**config.mk**
```make
export PLATFORM = sky130hd
export DESIGN_NAME = delimiter_comment_tokenizer
export DESIGN_NICKNAME = d
export VERILOG_FILES = /design/src/hw/rtl/dct_pkg.sv /design/src/hw/rtl/delimiter_comment_tokenizer.sv /design/src/hw/rtl/dct_step.sv /design/src/hw/rtl/dct_queue.sv
export SDC_FILE = /design/constraint.sdc
export NUM_CORES = 1
export LEC_CHECK = 0
export ABC_CLOCK_PERIOD_IN_PS = 4150
export BUFFER_PORTS_ARGS = -buffer_cell sky130_fd_sc_hd__buf_2
export CAP_MARGIN = 10
export CORE_ASPECT_RATIO = 1.5
export CORE_UTILIZATION = 56
export CTS_BUF_LIST = sky130_fd_sc_hd__clkbuf_8
export DETAILED_ROUTE_END_ITERATION = 16
export GPL_TIMING_DRIVEN = 0
export PLACE_DENSITY = 0.9
export SLEW_MARGIN = 0
export SYNTH_ARGS = -nofsm -noshare
export SYNTH_HDL_FRONTEND = slang
export SYNTH_SLANG_ARGS = --single-unit
```
**constraint.sdc**
```tcl
create_clock -name clk -period 4.15 [get_ports clk]
set_input_delay 0.6225 -clock clk [delete_from_list [all_inputs] [get_ports clk]]
set_output_delay 0.6225 -clock clk [all_outputs]
set_load 0.01 [all_outputs]
```
**src/hw/rtl/dct_pkg.sv**
```systemverilog
// ----------------------------------------------------------------------------
// dct_pkg: shared types and constants for the delimiter/comment tokenizer
// Character classes, scan modes, result record and result-queue sizing.
// ----------------------------------------------------------------------------
package dct_pkg;

  localparam int unsigned QUEUE_DEPTH = 4;
  localparam int unsigned PTR_W       = $clog2(QUEUE_DEPTH);
  localparam int unsigned CNT_W       = $clog2(QUEUE_DEPTH + 1);

  localparam logic [7:0] CHAR_NUL     = 8'h00;
  localparam logic [7:0] CHAR_NEWLINE = 8'h0A;
  localparam logic [7:0] CHAR_COMMENT = 8'h23;  // '#'

  typedef enum logic [1:0] {
    MODE_IDLE    = 2'd0,
    MODE_WORD    = 2'd1,
    MODE_COMMENT = 2'd2
  } mode_t;

  typedef enum logic [2:0] {
    CLS_END     = 3'd0,
    CLS_COMMENT = 3'd1,
    CLS_WHITE   = 3'd2,
    CLS_DELIM   = 3'd3,
    CLS_WORD    = 3'd4
  } cls_t;

  typedef struct packed {
    logic [7:0] token_byte;
    logic       token_first;
    logic       token_last;
    logic       is_delimiter;
    logic       end_of_stream;
    logic       run_last;
  } result_t;

  // held-back word byte
  typedef struct packed {
    logic [7:0] data;
    logic       valid;
    logic       first;
  } held_t;

  // up to two results from one input word
  typedef struct packed {
    logic [1:0] count;
    result_t    res0;
    result_t    res1;
  } step_t;

  function automatic cls_t classify(input logic [7:0] c);
    cls_t cls;
    cls = CLS_WORD;
    case (c)
      CHAR_NUL:     cls = CLS_END;
      CHAR_COMMENT: cls = CLS_COMMENT;  // comment wins over delimiter
      8'h20, 8'h09, 8'h0A: cls = CLS_WHITE;
      8'h60, 8'h7E, 8'h21, 8'h40, 8'h24, 8'h25, 8'h5E, 8'h26,
      8'h2A, 8'h28, 8'h29, 8'h2D, 8'h3D, 8'h2B, 8'h5B, 8'h5D,
      8'h7B, 8'h7D, 8'h3B, 8'h3A, 8'h27, 8'h22, 8'h2C, 8'h2E,
      8'h3C, 8'h3E, 8'h5C, 8'h2F, 8'h3F, 8'h7C: cls = CLS_DELIM;
      default:      cls = CLS_WORD;
    endcase
    return cls;
  endfunction

endpackage

```
**src/hw/rtl/delimiter_comment_tokenizer.sv**
```systemverilog
// ----------------------------------------------------------------------------
// delimiter_comment_tokenizer: character class tokenizer, top level
// Splits a byte stream into word, delimiter and end-of-stream results.
// ----------------------------------------------------------------------------
// Each result is registered in the result queue, whose head drives the outputs.
// Throughput: one byte per cycle while the result queue has room for two
//   results; a byte yielding two results is absorbed by a four-entry result
//   queue (input stalls only when fewer than two slots are free).
// Reset (rst, synchronous, active high): scan mode idle, nothing held,
//   result queue empty.
module delimiter_comment_tokenizer (
  input  logic       clk,
  input  logic       rst,
  // byte input
  input  logic       text_valid,
  output logic       text_ready,
  input  logic [7:0] text_byte,
  // token output
  output logic       token_valid,
  input  logic       token_ready,
  output logic [7:0] token_byte,
  output logic       token_first,
  output logic       token_last,
  output logic       is_delimiter,
  output logic       end_of_stream,
  output logic       run_last
);

  // scanner state
  dct_pkg::mode_t   scan_mode;
  dct_pkg::mode_t   scan_mode_next;
  dct_pkg::held_t   held;
  dct_pkg::held_t   held_next;

  dct_pkg::step_t   step;
  dct_pkg::result_t head;
  logic             accept;
  logic             pop;
  logic             room_two;

  assign accept = text_valid & text_ready;
  assign pop    = token_valid & token_ready;

  // Room for the worst case (two results) decides readiness, so the state
  // update never has to be held back once a byte is taken.
  assign text_ready = room_two;

  dct_step u_step (
    .text_byte (text_byte),
    .mode      (scan_mode),
    .held      (held),
    .step      (step),
    .mode_next (scan_mode_next),
    .held_next (held_next)
  );

  always_ff @(posedge clk) begin
    if (rst) begin
      scan_mode <= dct_pkg::MODE_IDLE;
      held      <= '0;
    end else if (accept) begin
      scan_mode <= scan_mode_next;
      held      <= held_next;
    end
  end

  // Results land in the queue; the queue head is the output register.
  dct_queue u_queue (
    .clk       (clk),
    .rst       (rst),
    .push      (step),
    .push_en   (accept),
    .pop       (pop),
    .head      (head),
    .not_empty (token_valid),
    .room_two  (room_two)
  );

  assign token_byte    = head.token_byte;
  assign token_first   = head.token_first;
  assign token_last    = head.token_last;
  assign is_delimiter  = head.is_delimiter;
  assign end_of_stream = head.end_of_stream;
  assign run_last      = head.run_last;

  // a word byte is held exactly while scanning inside a word
  a_held_mode: assert property (@(posedge clk) disable iff (rst)
    held.valid == (scan_mode == dct_pkg::MODE_WORD))
    else $error("held byte and scan mode disagree");

  // end of stream drains the held byte and returns to idle
  a_eos_idle: assert property (@(posedge clk) disable iff (rst)
    (accept && text_byte == dct_pkg::CHAR_NUL) |=>
      (scan_mode == dct_pkg::MODE_IDLE && !held.valid))
    else $error("end of stream did not return to idle");

  // the end marker is always the final result of its byte
  a_eos_run_last: assert property (@(posedge clk) disable iff (rst)
    (token_valid && end_of_stream) |-> run_last)
    else $error("end marker without run_last");

endmodule

```
**src/hw/rtl/dct_step.sv**
```systemverilog
// ----------------------------------------------------------------------------
// dct_step: per-byte tokenizer step
// Classifies one byte and computes results, next scan mode and held byte.
// ----------------------------------------------------------------------------
module dct_step (
  input  logic [7:0]          text_byte,
  input  dct_pkg::mode_t      mode,
  input  dct_pkg::held_t      held,
  output dct_pkg::step_t      step,
  output dct_pkg::mode_t      mode_next,
  output dct_pkg::held_t      held_next
);

  dct_pkg::cls_t    cls;
  dct_pkg::result_t flush_rec;
  dct_pkg::result_t eos_rec;
  dct_pkg::result_t delim_rec;

  assign cls = dct_pkg::classify(text_byte);

  always_comb begin
    flush_rec               = '0;
    flush_rec.token_byte    = held.data;
    flush_rec.token_first   = held.first;
    flush_rec.token_last    = 1'b1;

    eos_rec                 = '0;
    eos_rec.end_of_stream   = 1'b1;

    delim_rec               = '0;
    delim_rec.token_byte    = text_byte;
    delim_rec.token_first   = 1'b1;
    delim_rec.token_last    = 1'b1;
    delim_rec.is_delimiter  = 1'b1;

    step      = '0;
    mode_next = mode;
    held_next = held;

    if (cls == dct_pkg::CLS_END) begin
      if (held.valid) begin
        step.count = 2'd2;
        step.res0  = flush_rec;
        step.res1  = eos_rec;
      end else begin
        step.count = 2'd1;
        step.res0  = eos_rec;
      end
      held_next = '0;
      mode_next = dct_pkg::MODE_IDLE;
    end else if (mode == dct_pkg::MODE_COMMENT) begin
      if (text_byte == dct_pkg::CHAR_NEWLINE) begin
        mode_next = dct_pkg::MODE_IDLE;
      end
    end else begin
      case (cls)
        dct_pkg::CLS_COMMENT, dct_pkg::CLS_WHITE: begin
          step.count = {1'b0, held.valid};
          step.res0  = flush_rec;
          held_next  = '0;
          mode_next  = (cls == dct_pkg::CLS_COMMENT) ? dct_pkg::MODE_COMMENT
                                                     : dct_pkg::MODE_IDLE;
        end
        dct_pkg::CLS_DELIM: begin
          if (held.valid) begin
            step.count = 2'd2;
            step.res0  = flush_rec;
            step.res1  = delim_rec;
          end else begin
            step.count = 2'd1;
            step.res0  = delim_rec;
          end
          held_next = '0;
          mode_next = dct_pkg::MODE_IDLE;
        end
        default: begin
          // word byte: release previous one as a non-final byte
          step.count           = {1'b0, held.valid};
          step.res0            = flush_rec;
          step.res0.token_last = 1'b0;
          held_next.data       = text_byte;
          held_next.valid      = 1'b1;
          held_next.first      = ~held.valid;
          mode_next            = dct_pkg::MODE_WORD;
        end
      endcase
    end

    // tag final result of this input
    if (step.count == 2'd2) begin
      step.res1.run_last = 1'b1;
    end else if (step.count == 2'd1) begin
      step.res0.run_last = 1'b1;
    end
  end

endmodule

```
**src/hw/rtl/dct_queue.sv**
```systemverilog
// ----------------------------------------------------------------------------
// dct_queue: result queue
// Small queue taking up to two results per cycle, releasing one per cycle.
// ----------------------------------------------------------------------------
module dct_queue (
  input  logic             clk,
  input  logic             rst,
  input  dct_pkg::step_t   push,
  input  logic             push_en,
  input  logic             pop,
  output dct_pkg::result_t head,
  output logic             not_empty,
  output logic             room_two
);

  dct_pkg::result_t                       mem [dct_pkg::QUEUE_DEPTH];
  logic [dct_pkg::PTR_W-1:0]              wr_ptr;
  logic [dct_pkg::PTR_W-1:0]              rd_ptr;
  logic [dct_pkg::CNT_W-1:0]              count;
  logic [1:0]                             push_n;

  assign push_n    = push_en ? push.count : 2'd0;
  assign head      = mem[rd_ptr];
  assign not_empty = (count != '0);
  assign room_two  = (count <= dct_pkg::CNT_W'(dct_pkg::QUEUE_DEPTH - 2));

  always_ff @(posedge clk) begin
    if (rst) begin
      wr_ptr <= '0;
      rd_ptr <= '0;
      count  <= '0;
    end else begin
      wr_ptr <= wr_ptr + dct_pkg::PTR_W'(push_n);
      rd_ptr <= rd_ptr + dct_pkg::PTR_W'(pop);
      count  <= count + dct_pkg::CNT_W'(push_n) - dct_pkg::CNT_W'(pop);
    end
  end

  always_ff @(posedge clk) begin
    if (push_n != 2'd0) begin
      mem[wr_ptr] <= push.res0;
    end
    if (push_n == 2'd2) begin
      mem[wr_ptr + dct_pkg::PTR_W'(1)] <= push.res1;
    end
  end

  a_count_bound: assert property (@(posedge clk) disable iff (rst)
    count <= dct_pkg::CNT_W'(dct_pkg::QUEUE_DEPTH))
    else $error("result queue count out of range");

  a_no_pop_empty: assert property (@(posedge clk) disable iff (rst)
    pop |-> not_empty)
    else $error("pop from empty result queue");

  a_push_room: assert property (@(posedge clk) disable iff (rst)
    (push_n != 2'd0) |-> room_two)
    else $error("push without room for two results");

endmodule
```
* Word-level counts from Yosys, hierarchy flattened *
Memory sizes are Yosys's and may differ from the RTL's. A register that Yosys moved wholly into a read port is not among the register bits.
Cells that the tools add are included.

operators by class
  add/subtract/negate cells = 5
  magnitude comparators = 1
  equality and inequality tests = 10
  muxes and demuxes = 26
  bitwise logic cells = 3
  reduce and logical (&&, ||, !) cells = 7

operator list
  kind                                                             count
  2-to-1 mux 28 bit                                                2
  2-to-1 mux 10 bit                                                3
  2-to-1 mux 15 bit                                                2
  case mux 15 bit (2 select lines)                                 1
  2-to-1 mux 13 bit                                                2
  2-to-1 mux 2 bit                                                 7
  equality test 8 x 4 -> 1 bit (second input constant)             1
  2-to-1 mux 1 bit                                                 7
  equality test 2 bit (second input constant)                      3
  equality test 3 x 2 -> 1 bit (second input constant)             2
  case mux 2 bit (2 select lines)                                  1
  AND reduction 2 bit                                              2
  adder 3 x 2 -> 3 bit                                             1
  equality test 3 x 1 -> 1 bit (second input constant)             1
  less-or-equal comparator 3 x 2 -> 1 bit (second input constant)  1
  zero test 3 bit                                                  1
  2-to-1 mux 3 bit                                                 1
  != test 3 x 2 -> 1 bit (second input constant)                   1
  nonzero test 3 bit                                               1
  OR reduction 3 bit                                               1
  subtractor 3 x 1 -> 3 bit                                        1
  adder 2 x 1 -> 2 bit                                             1
  adder 2 x 1 -> 2 bit (second input constant)                     1
  adder 2 bit                                                      1
  6 further kinds                                                  7

storage, ports and cells
  register bits = 19
  RAM bits = 52
  bits in read-only memories = 384
  input port bits = 12
  output and inout port bits = 15
  word-level logic and storage cells = 61
  memories kept = 2

memories
  memory           depth  bits a word  read ports  clocked after Yosys merged registers in  wr ports  line             RTL
  (no name shown)  128    3            1           0                                        0         dct_pkg.sv:55    case (c)
  u_queue.mem      4      13           1           1                                        2         dct_queue.sv:16  dct_pkg::result_t mem [dct_pkg::QUEUE_DEPTH];

* Logic depth before layout (Yosys ltp) *
Gate-level depths: netlist of the first run.
An unclocked memory read counts as a cell.

  depth after elaboration = 11
  mapped depth = 15
  mapped depth without buffers = 13

* Hierarchy *
From an unflattened synthesis of the first run, not the netlist that was laid out.

unflattened totals
  cells, all modules = 352
  area, all modules = 4322.9 µm²

by module, submodules not included
  module                       instances  cells each  area an instance (µm²)  sequential area each (µm²)
  dct_queue                    1          180         2926.6                  1701.6
  dct_step                     1          115         820.8                   0.0
  delimiter_comment_tokenizer  1          57          575.6                   240.2

* Least setup slack after synthesis of the first run *
OpenSTA, ideal clock, no wires.

  path kind = input -> register
  from = in text_byte[1]
  to = mem u_queue.mem[1][0] (netlist name) (enable)
  library setup time = 0.417 ns
  arrival = 3.783 ns
  data required time = 3.733 ns
  path slack = -0.049 ns
  stages = 10
  buffers on the path = 2
  cells stage by stage = clkbuf_1 inv_1 ha_1 mux2_2 a31o_2 o221a_2 buf_4 o32ai_1 a21oi_1 nor4_1

RTL lines
  what         line                               RTL
  from (decl)  delimiter_comment_tokenizer.sv:17  input logic [7:0] text_byte,
  to (decl)    dct_queue.sv:16

* Worst setup path in the final report of the first run *
  from = in text_byte[1]
  to = reg u_queue.count[2] (netlist name)

between the ends
  longest elaborated chain between the ends = 10
  elaborated cells between the ends (all ways) = 13
  those cells by class = add/sub (2); eq/ne (3); mux (5); reduce/logical (2); memory (1)

ends and longest elaborated chain
  what                                                                                 line             RTL
  memory read (128 x 3 bit) (*)                                                        -
  2-to-1 mux 3 bit (*)                                                                 dct_pkg.sv:55
  equality test 3 x 2 -> 1 bit / equality test 3 x 1 -> 1 bit (equally long branches)  dct_step.sv:56   case (cls)
  OR reduction 2 bit                                                                   dct_step.sv:56
  case mux 15 bit (2 select lines)                                                     dct_step.sv:56
  2-to-1 mux 28 bit                                                                    dct_step.sv:51   end else if (mode == dct_pkg::MODE_COMMENT) begin
  2-to-1 mux 28 bit (*)                                                                dct_step.sv:40   if (cls == dct_pkg::CLS_END) begin
  2-to-1 mux 2 bit (*)                                                                 dct_queue.sv:22  assign push_n = push_en ? push.count : 2'd0;
  adder 3 x 2 -> 3 bit (*)                                                             dct_queue.sv:35  count <= count + dct_pkg::CNT_W'(push_n) - dct_pkg::CNT_W'(pop);
  subtractor 3 x 1 -> 3 bit (*)                                                        dct_queue.sv:35
  to (signal assigned)                                                                 dct_queue.sv:35
  to (decl)                                                                            dct_queue.sv:19  logic [dct_pkg::CNT_W-1:0] count;

Mark *: on every way between the ends. The rest lies on a longest branch, timed or not.
A chain may end at the register's enable or synchronous reset.

==> results.json, run 1 <==
{
  "yosysTopAreaCellShare_pct": 42.78,
  "setup_viol": 0,
  "io_buffers": 24,
  "final_max_slew_viol_count": 0,
  "cts_max_level": 3,
  "cts.path.max_buffers": 2,
  "max-vdd-ir-drop_uv": 269.8,
  "placed_cells": 386,
  "path_clk_slew_ns": 0.07,
  "cts-root-buf": "clkbuf_8",
  "antenna_found_initial": 0,
  "synth.avg_cell_area_um2": 12.81,
  "grt_util_met3_pct": 4.299,
  "r2r_start": "u_queue.count[1]",
  "status": "finished, final reports clean",
  "min_path_type": "reg -> reg",
  "busiest_layer": "met2",
  "cts_buffers": 9,
  "synth_edf_count": 52,
  "critPathLaunchType": "primary input",
  "syn_inst": 285,
  "die_x_um": 67.92,
  "fin_skew_ns": 0.01134,
  "n_antenna_cell": 0,
  "core_area_um2": 6218,
  "drive_above_1_share_pct": 24.39,
  "pre_cts_ws_ns": -0.05753,
  "hold_viol": 0,
  "drc": 0,
  "end_kind": "register",
  "first_iter_violations": 194,
  "synth_area_leaders": "edfxtp_1 (43%), dfxtp_1 (10%), mux4_2 (8.0%)",
  "rows": 35,
  "die_y_um": 100.9,
  "crit_type": "in -> reg",
  "dieArea_um2": 6851,
  "grtUsageTotal_pct": 27.22,
  "ys_async_sr_fraction_pct": 0,
  "synth.most_common_cell": "edfxtp_1",
  "post_cts_buffers": 0,
  "syn-cell-area_um2": 3650,
  "synth-main-ff-cell": "edfxtp_1",
  "rsz0062_at_grt": "no",
  "place.gp.congestion": 0.8465,
  "cts_hold_buffers": 0,
  "fin_ws_ns": 0.2033,
  "grt_overflow_total": 0,
  "grt_max_degree": 14,
  "syn_to_final_growth_pct": 11.96,
  "power.leakage_uw": 0.001468,
  "hp-start": "scan_mode[1]",
  "ys_types": 58,
  "numClockSinks": 71,
  "worst_pin_slew_ns": 1.006,
  "wl_per_cell_um": 20.39,
  "start_util_pct": 58.69,
  "synth_top_cell_by_area": "edfxtp_1",
  "fin_crit_ns": 3.947,
  "worstSkewPairLatency_ns": 0.34,
  "yosys_warnings": 0,
  "num_vias": 2733,
  "ioPinCount": 27,
  "ctsResizeCount": 0,
  "max_clock_freq_mhz": 253.4,
  "grt_pass1_vias": 2695,
  "synth_seq_cells": 71,
  "syn_nets": 307,
  "grtUsageMet1_pct": 32.80,
  "dpl.hpwl_um": 5773,
  "use_met2_pct": 45.54,
  "cts_tree": "yes",
  "maxSlewHeadroom_pct": 32.42,
  "grt_first_pass_wirelength_um": 13400,
  "avgViaCountPerCell": 6.799,
  "first_pass_iters": 7,
  "yosysSeqAreaShare_pct": 53.21,
  "cp_data_arrival_time_ns": 4.16,
  "path_max_fanout": 10,
  "synth_commonest_cells": "edfxtp_1 (52), a32o_1 (28), dfxtp_1 (19)",
  "ant_nets": 0,
  "finalCritPeriodShare_pct": 95.10,
  "fin_cells": 402,
  "p_per_area_nw_per_um2": 473.7,
  "drv_cap": 0,
  "wirelength_um": 8197,
  "layout.nets": 345,
  "cp.required_ns": 4.37,
  "critPathLaunch": "text_byte[1]"
}
-- sequential cells by signal, summed over array words and instances, names as in the netlist --
signal,flops
held,10
u_queue.count,3
u_queue.mem,52
u_queue.rd_ptr,2
u_queue.wr_ptr,2
scan_mode,2
-- area by class of cell --
class	count	area [µm²]
clock inverters	6	32.53
multi-input cells	180	1585
fillers	461	2132
plain buffers	23	108.9
repair buffers	27	146.4
inverters	11	41.29
clock buffers	10	137.6
well taps	74	92.59
flip-flops and latches	71	1942
-- final timing paths --
check	slack [ns]	to	cells past startpoint
setup / recovery	0.20	u_queue.count[2]	16
hold / removal	0.50	scan_mode[1]	2
setup reg to reg	1.36	u_queue.mem[0][9]	8
hold reg to reg	0.50	scan_mode[1]	2
-- metal layers --
| layer | up-vias | share of wire [%] |
|---|---|---|
| met3 | 27 | 8.5 |
| met2 | 180 | 52 |
| li1 | 1225 | - |
| met4 | 0 | 3.1 |
| met1 | 1301 | 36 |
| met5 | - | 0 |
-- critical path, stage by stage --
cell and delay [ns]:
buf_2 0.12, clkbuf_1 0.20, inv_1 0.10, ha_1 0.19
or3b_1 0.38, a31oi_2 0.26, o21a_4 0.20, o21ai_2 0.06
buf_2 0.18, or2_2 0.34, a31oi_1 0.45, nor2_1 0.16
ha_1 0.27, fa_1 0.39, xnor2_1 0.18, nor2_1 0.05
-- power breakdown --
part           internal (µW)  total [µW]  switching (µW)
Combinational            271         582             311
Clock                    226         470             243
Sequential               838         884            46.0
Total                   1340        1940             600
-- through the flow --
stage          cell area, µm²  setup TNS (ns)  total power (µW)  hold WS (ns)  util, %
2_1_floorplan            3656               0              1303        0.4410        -
3_3_place_gp             3869          -32.02              1438        0.4846    62.21
3_5_place_dp             3916         -0.5071              1478        0.4866    62.98
4_1_cts                  4086               0              1938        0.5039    65.71
5_1_grt                  4086               0              2028        0.5450    65.71
6_report                 4086               0              1936        0.5048    65.71
-- logic make-up (layout without fill, tap and decap cells) --
kind of cell,after synthesis,count (layout),share of synthesized area [%]
simple gates,63,63,9.085
flops,71,71,53.21
xor+xnor,5,5,1.200
buf+inv,34,77,4.114
mux,15,15,8.605
fa+ha+maj,10,10,3.634
compound gates,87,87,20.16
-- cell usage in the layout (no fill, tap or decap), types with 2 or more instances in the layout --
| cell type | instances |
|---|---|
| a21boi_0 | 2 |
| a21o_1 | 2 |
| a21oi_1 | 12 |
| a22o_1 | 8 |
| a31o_1 | 4 |
| a31oi_1 | 5 |
| a31oi_2 | 2 |
| a32o_1 | 28 |
| and2_1 | 2 |
| and3_1 | 5 |
| buf_2 | 32 |
| buf_4 | 3 |
| buf_6 | 2 |
| clkbuf_1 | 11 |
| clkbuf_8 | 10 |
| dfxtp_1 | 19 |
| edfxtp_1 | 52 |
| ha_1 | 9 |
| inv_1 | 13 |
| mux4_2 | 13 |
| nand2_1 | 12 |
| nand2b_1 | 4 |
| nand3_1 | 5 |
| nor2_1 | 16 |
| nor2b_1 | 5 |
| o211a_1 | 3 |
| o211ai_1 | 2 |
| o21ai_0 | 4 |
| or3_1 | 3 |
| or4_1 | 3 |
| xnor2_1 | 4 |
Power figures use the tool's default switching activity.
==> run 2, diff against run 1 <==
--- a/config.mk
+++ b/config.mk
@@ -14,6 +14,7 @@
 export DETAILED_ROUTE_END_ITERATION = 16
 export GPL_TIMING_DRIVEN = 0
 export PLACE_DENSITY = 0.9
+export REMOVE_ABC_BUFFERS = 1
 export SLEW_MARGIN = 0
 export SYNTH_ARGS = -nofsm -noshare
 export SYNTH_HDL_FRONTEND = slang
==> run 2 against run 1 <==
Non-clock buffer count is 19 lower. Critical endpoint is now u_queue.mem[1][7]. Clock power is 30% higher. Die area stayed put. Global-route usage is 0.74 points lower. Largest power group unchanged. Hold slack worse by 0.027 ns. Design area is 0.80% lower. Clock skew is 0.0035 ns lower. Power is 6.3% higher. Sequential cell count stayed put. Maximum frequency is 9.2% higher. Combinational power is 10% lower.
==> results.json, run 2 (same netlist as run 1, synthesis figures left out) <==
{
  "status": "finished, final reports clean",
  "path_max_fanout": 11,
  "grt_first_pass_wirelength_um": 13140,
  "cts_tree": "yes",
  "hold_viol": 0,
  "p_total_uw": 2057,
  "fin_skew_ns": 0.007879,
  "fin_crit_ns": 3.614,
  "max-vdd-ir-drop_uv": 246.0,
  "grt_overflow_total": 0,
  "num_vias": 2700,
  "maxSlewHeadroom_pct": 29.49,
  "pwr-share-comb_pct": 25.4,
  "critPathLaunchType": "primary input",
  "dieArea_um2": 6851,
  "slowest_delay_ns": 0.60,
  "clkPwrFrac_pct": 29.8,
  "finalCritPeriodShare_pct": 87.09,
  "grtUsageTotal_pct": 26.48,
  "grt_pass1_vias": 2594,
  "fin_setup_tns_ns": 0,
  "end_kind": "register",
  "cp_data_arrival_time_ns": 3.66,
  "numClockSinks": 71,
  "crit_chain": "buf_2 > inv_1 > ha_1 > mux2_2 > a31o_2 > o221a_2 > o32ai_1 > a21oi_1 > nor4_2 > buf_4",
  "core_area_um2": 6218,
  "cts_buffers": 9,
  "largest_reg_flops": 52,
  "placed_cells": 366,
  "first_iter_violations": 327,
  "design_area_um2": 4054,
  "slowest_stage": "nor4_2",
  "top_register": "u_queue.mem",
  "wirelength_um": 8249,
  "reg.largest.list": "u_queue.mem: 52 flops, held: 10 flops, u_queue.count: 3 flops",
  "cts_max_level": 3,
  "rsz0062_at_grt": "no",
  "final_max_slew_viol_count": 0,
  "post_cts_buffers": 0,
  "cp.required_ns": 4.19,
  "dpl.hpwl_um": 5332,
  "drive_above_1_share_pct": 24.60,
  "drc": 0,
  "switchingPower_uw": 617.7,
  "setup_viol": 0,
  "ctsResizeCount": 0,
  "layout_commonest_cell": "edfxtp_1",
  "layout.nets": 326,
  "worstSkewPairLatency_ns": 0.34,
  "grt_max_degree": 33,
  "worst_pin_slew_ns": 1.058,
  "cts-root-buf": "clkbuf_8",
  "hp-start": "held[0]",
  "drv_cap": 0,
  "ioPinCount": 27,
  "final_cell_mix": "edfxtp_1 (52), a32o_1 (28), buf_2 (26)",
  "cts_hold_buffers": 0,
  "die_x_um": 67.92,
  "max_clock_freq_mhz": 276.7,
  "cts.path.max_buffers": 2,
  "io_buffers": 26,
  "min_path_type": "reg -> reg",
  "place.gp.congestion": 0.8273,
  "avgViaCountPerCell": 7.050,
  "p_per_area_nw_per_um2": 507.4,
  "start_util_pct": 58.69,
  "rows": 35,
  "place_area_um2": 3820,
  "syn_to_final_growth_pct": 11.07,
  "critPathLaunch": "text_byte[1]",
  "fin_cells": 383,
  "crit_type": "in -> reg",
  "power.leakage_uw": 0.001452,
  "power.internal_uw": 1439,
  "antenna_found_initial": 0,
  "power.share.switching_pct": 30.03,
  "path_clk_slew_ns": 0.08,
  "ant_nets": 0,
  "die_y_um": 100.9,
  "seq_power_share_pct": 44.8,
  "wl_per_cell_um": 21.54,
  "n_antenna_cell": 0,
  "r2r_start": "held[1]",
  "first_pass_iters": 7
}
## run 2: layout make-up
class                   count  area [µm²]
fillers                   457        2165
flip-flops and latches     71        1942
multi-input cells         180        1577
repair buffers             31       182.7
clock buffers               9       123.9
clock inverters             7       95.09
well taps                  74       92.59
inverters                  11       41.29
## run 2: power by group through the flow
stage	Combinational [µW]	Clock, µW	Sequential [µW]
2_1_floorplan	370	0	912
3_3_place_gp	482	0	931
3_5_place_dp	510	0	939
4_1_cts	517	608	923
5_1_grt	582	643	934
6_report	522	613	922
## run 2: through the flow
step | setup WS, ns | hold WS [ns] | utilization [%]
final | 0.5357 | 0.4778 | 65.19
after global routing | 0.4295 | 0.5011 | 65.19
after detailed placement | 0.2503 | 0.4611 | 61.43
after global placement | -0.9195 | 0.4531 | 60.52
after floorplan | 0.2269 | 0.4410 | -
after CTS | 0.6180 | 0.4803 | 64.95
## run 2: final timing paths
check,endpoint,slack (ns),depth (start not counted)
hold reg to reg,held[0],0.48,1
hold / removal,held[0],0.48,1
setup reg to reg,u_queue.mem[1][7],1.35,5
setup / recovery,u_queue.mem[1][7],0.54,10
## run 2: worst max-delay path: cells and delay by family
| family | cells | cell delay [ns] |
|---|---|---|
| adders and majority gates | 1 | 0.30 |
| AOI/OAI and AO/OA | 4 | 1.23 |
| muxes | 1 | 0.28 |
| and+or+nand+nor | 1 | 0.60 |
| buffers and inverters | 3 | 0.63 |
## run 2: routing by layer
layer  GRT usage (%)  wire length (µm)  vias up
met5               0                 0        -
li1                -                 -     1179
met1           32.65              2972     1324
met3           4.864               647       33
met4           15.06               256        0
met2           42.65              4373      164
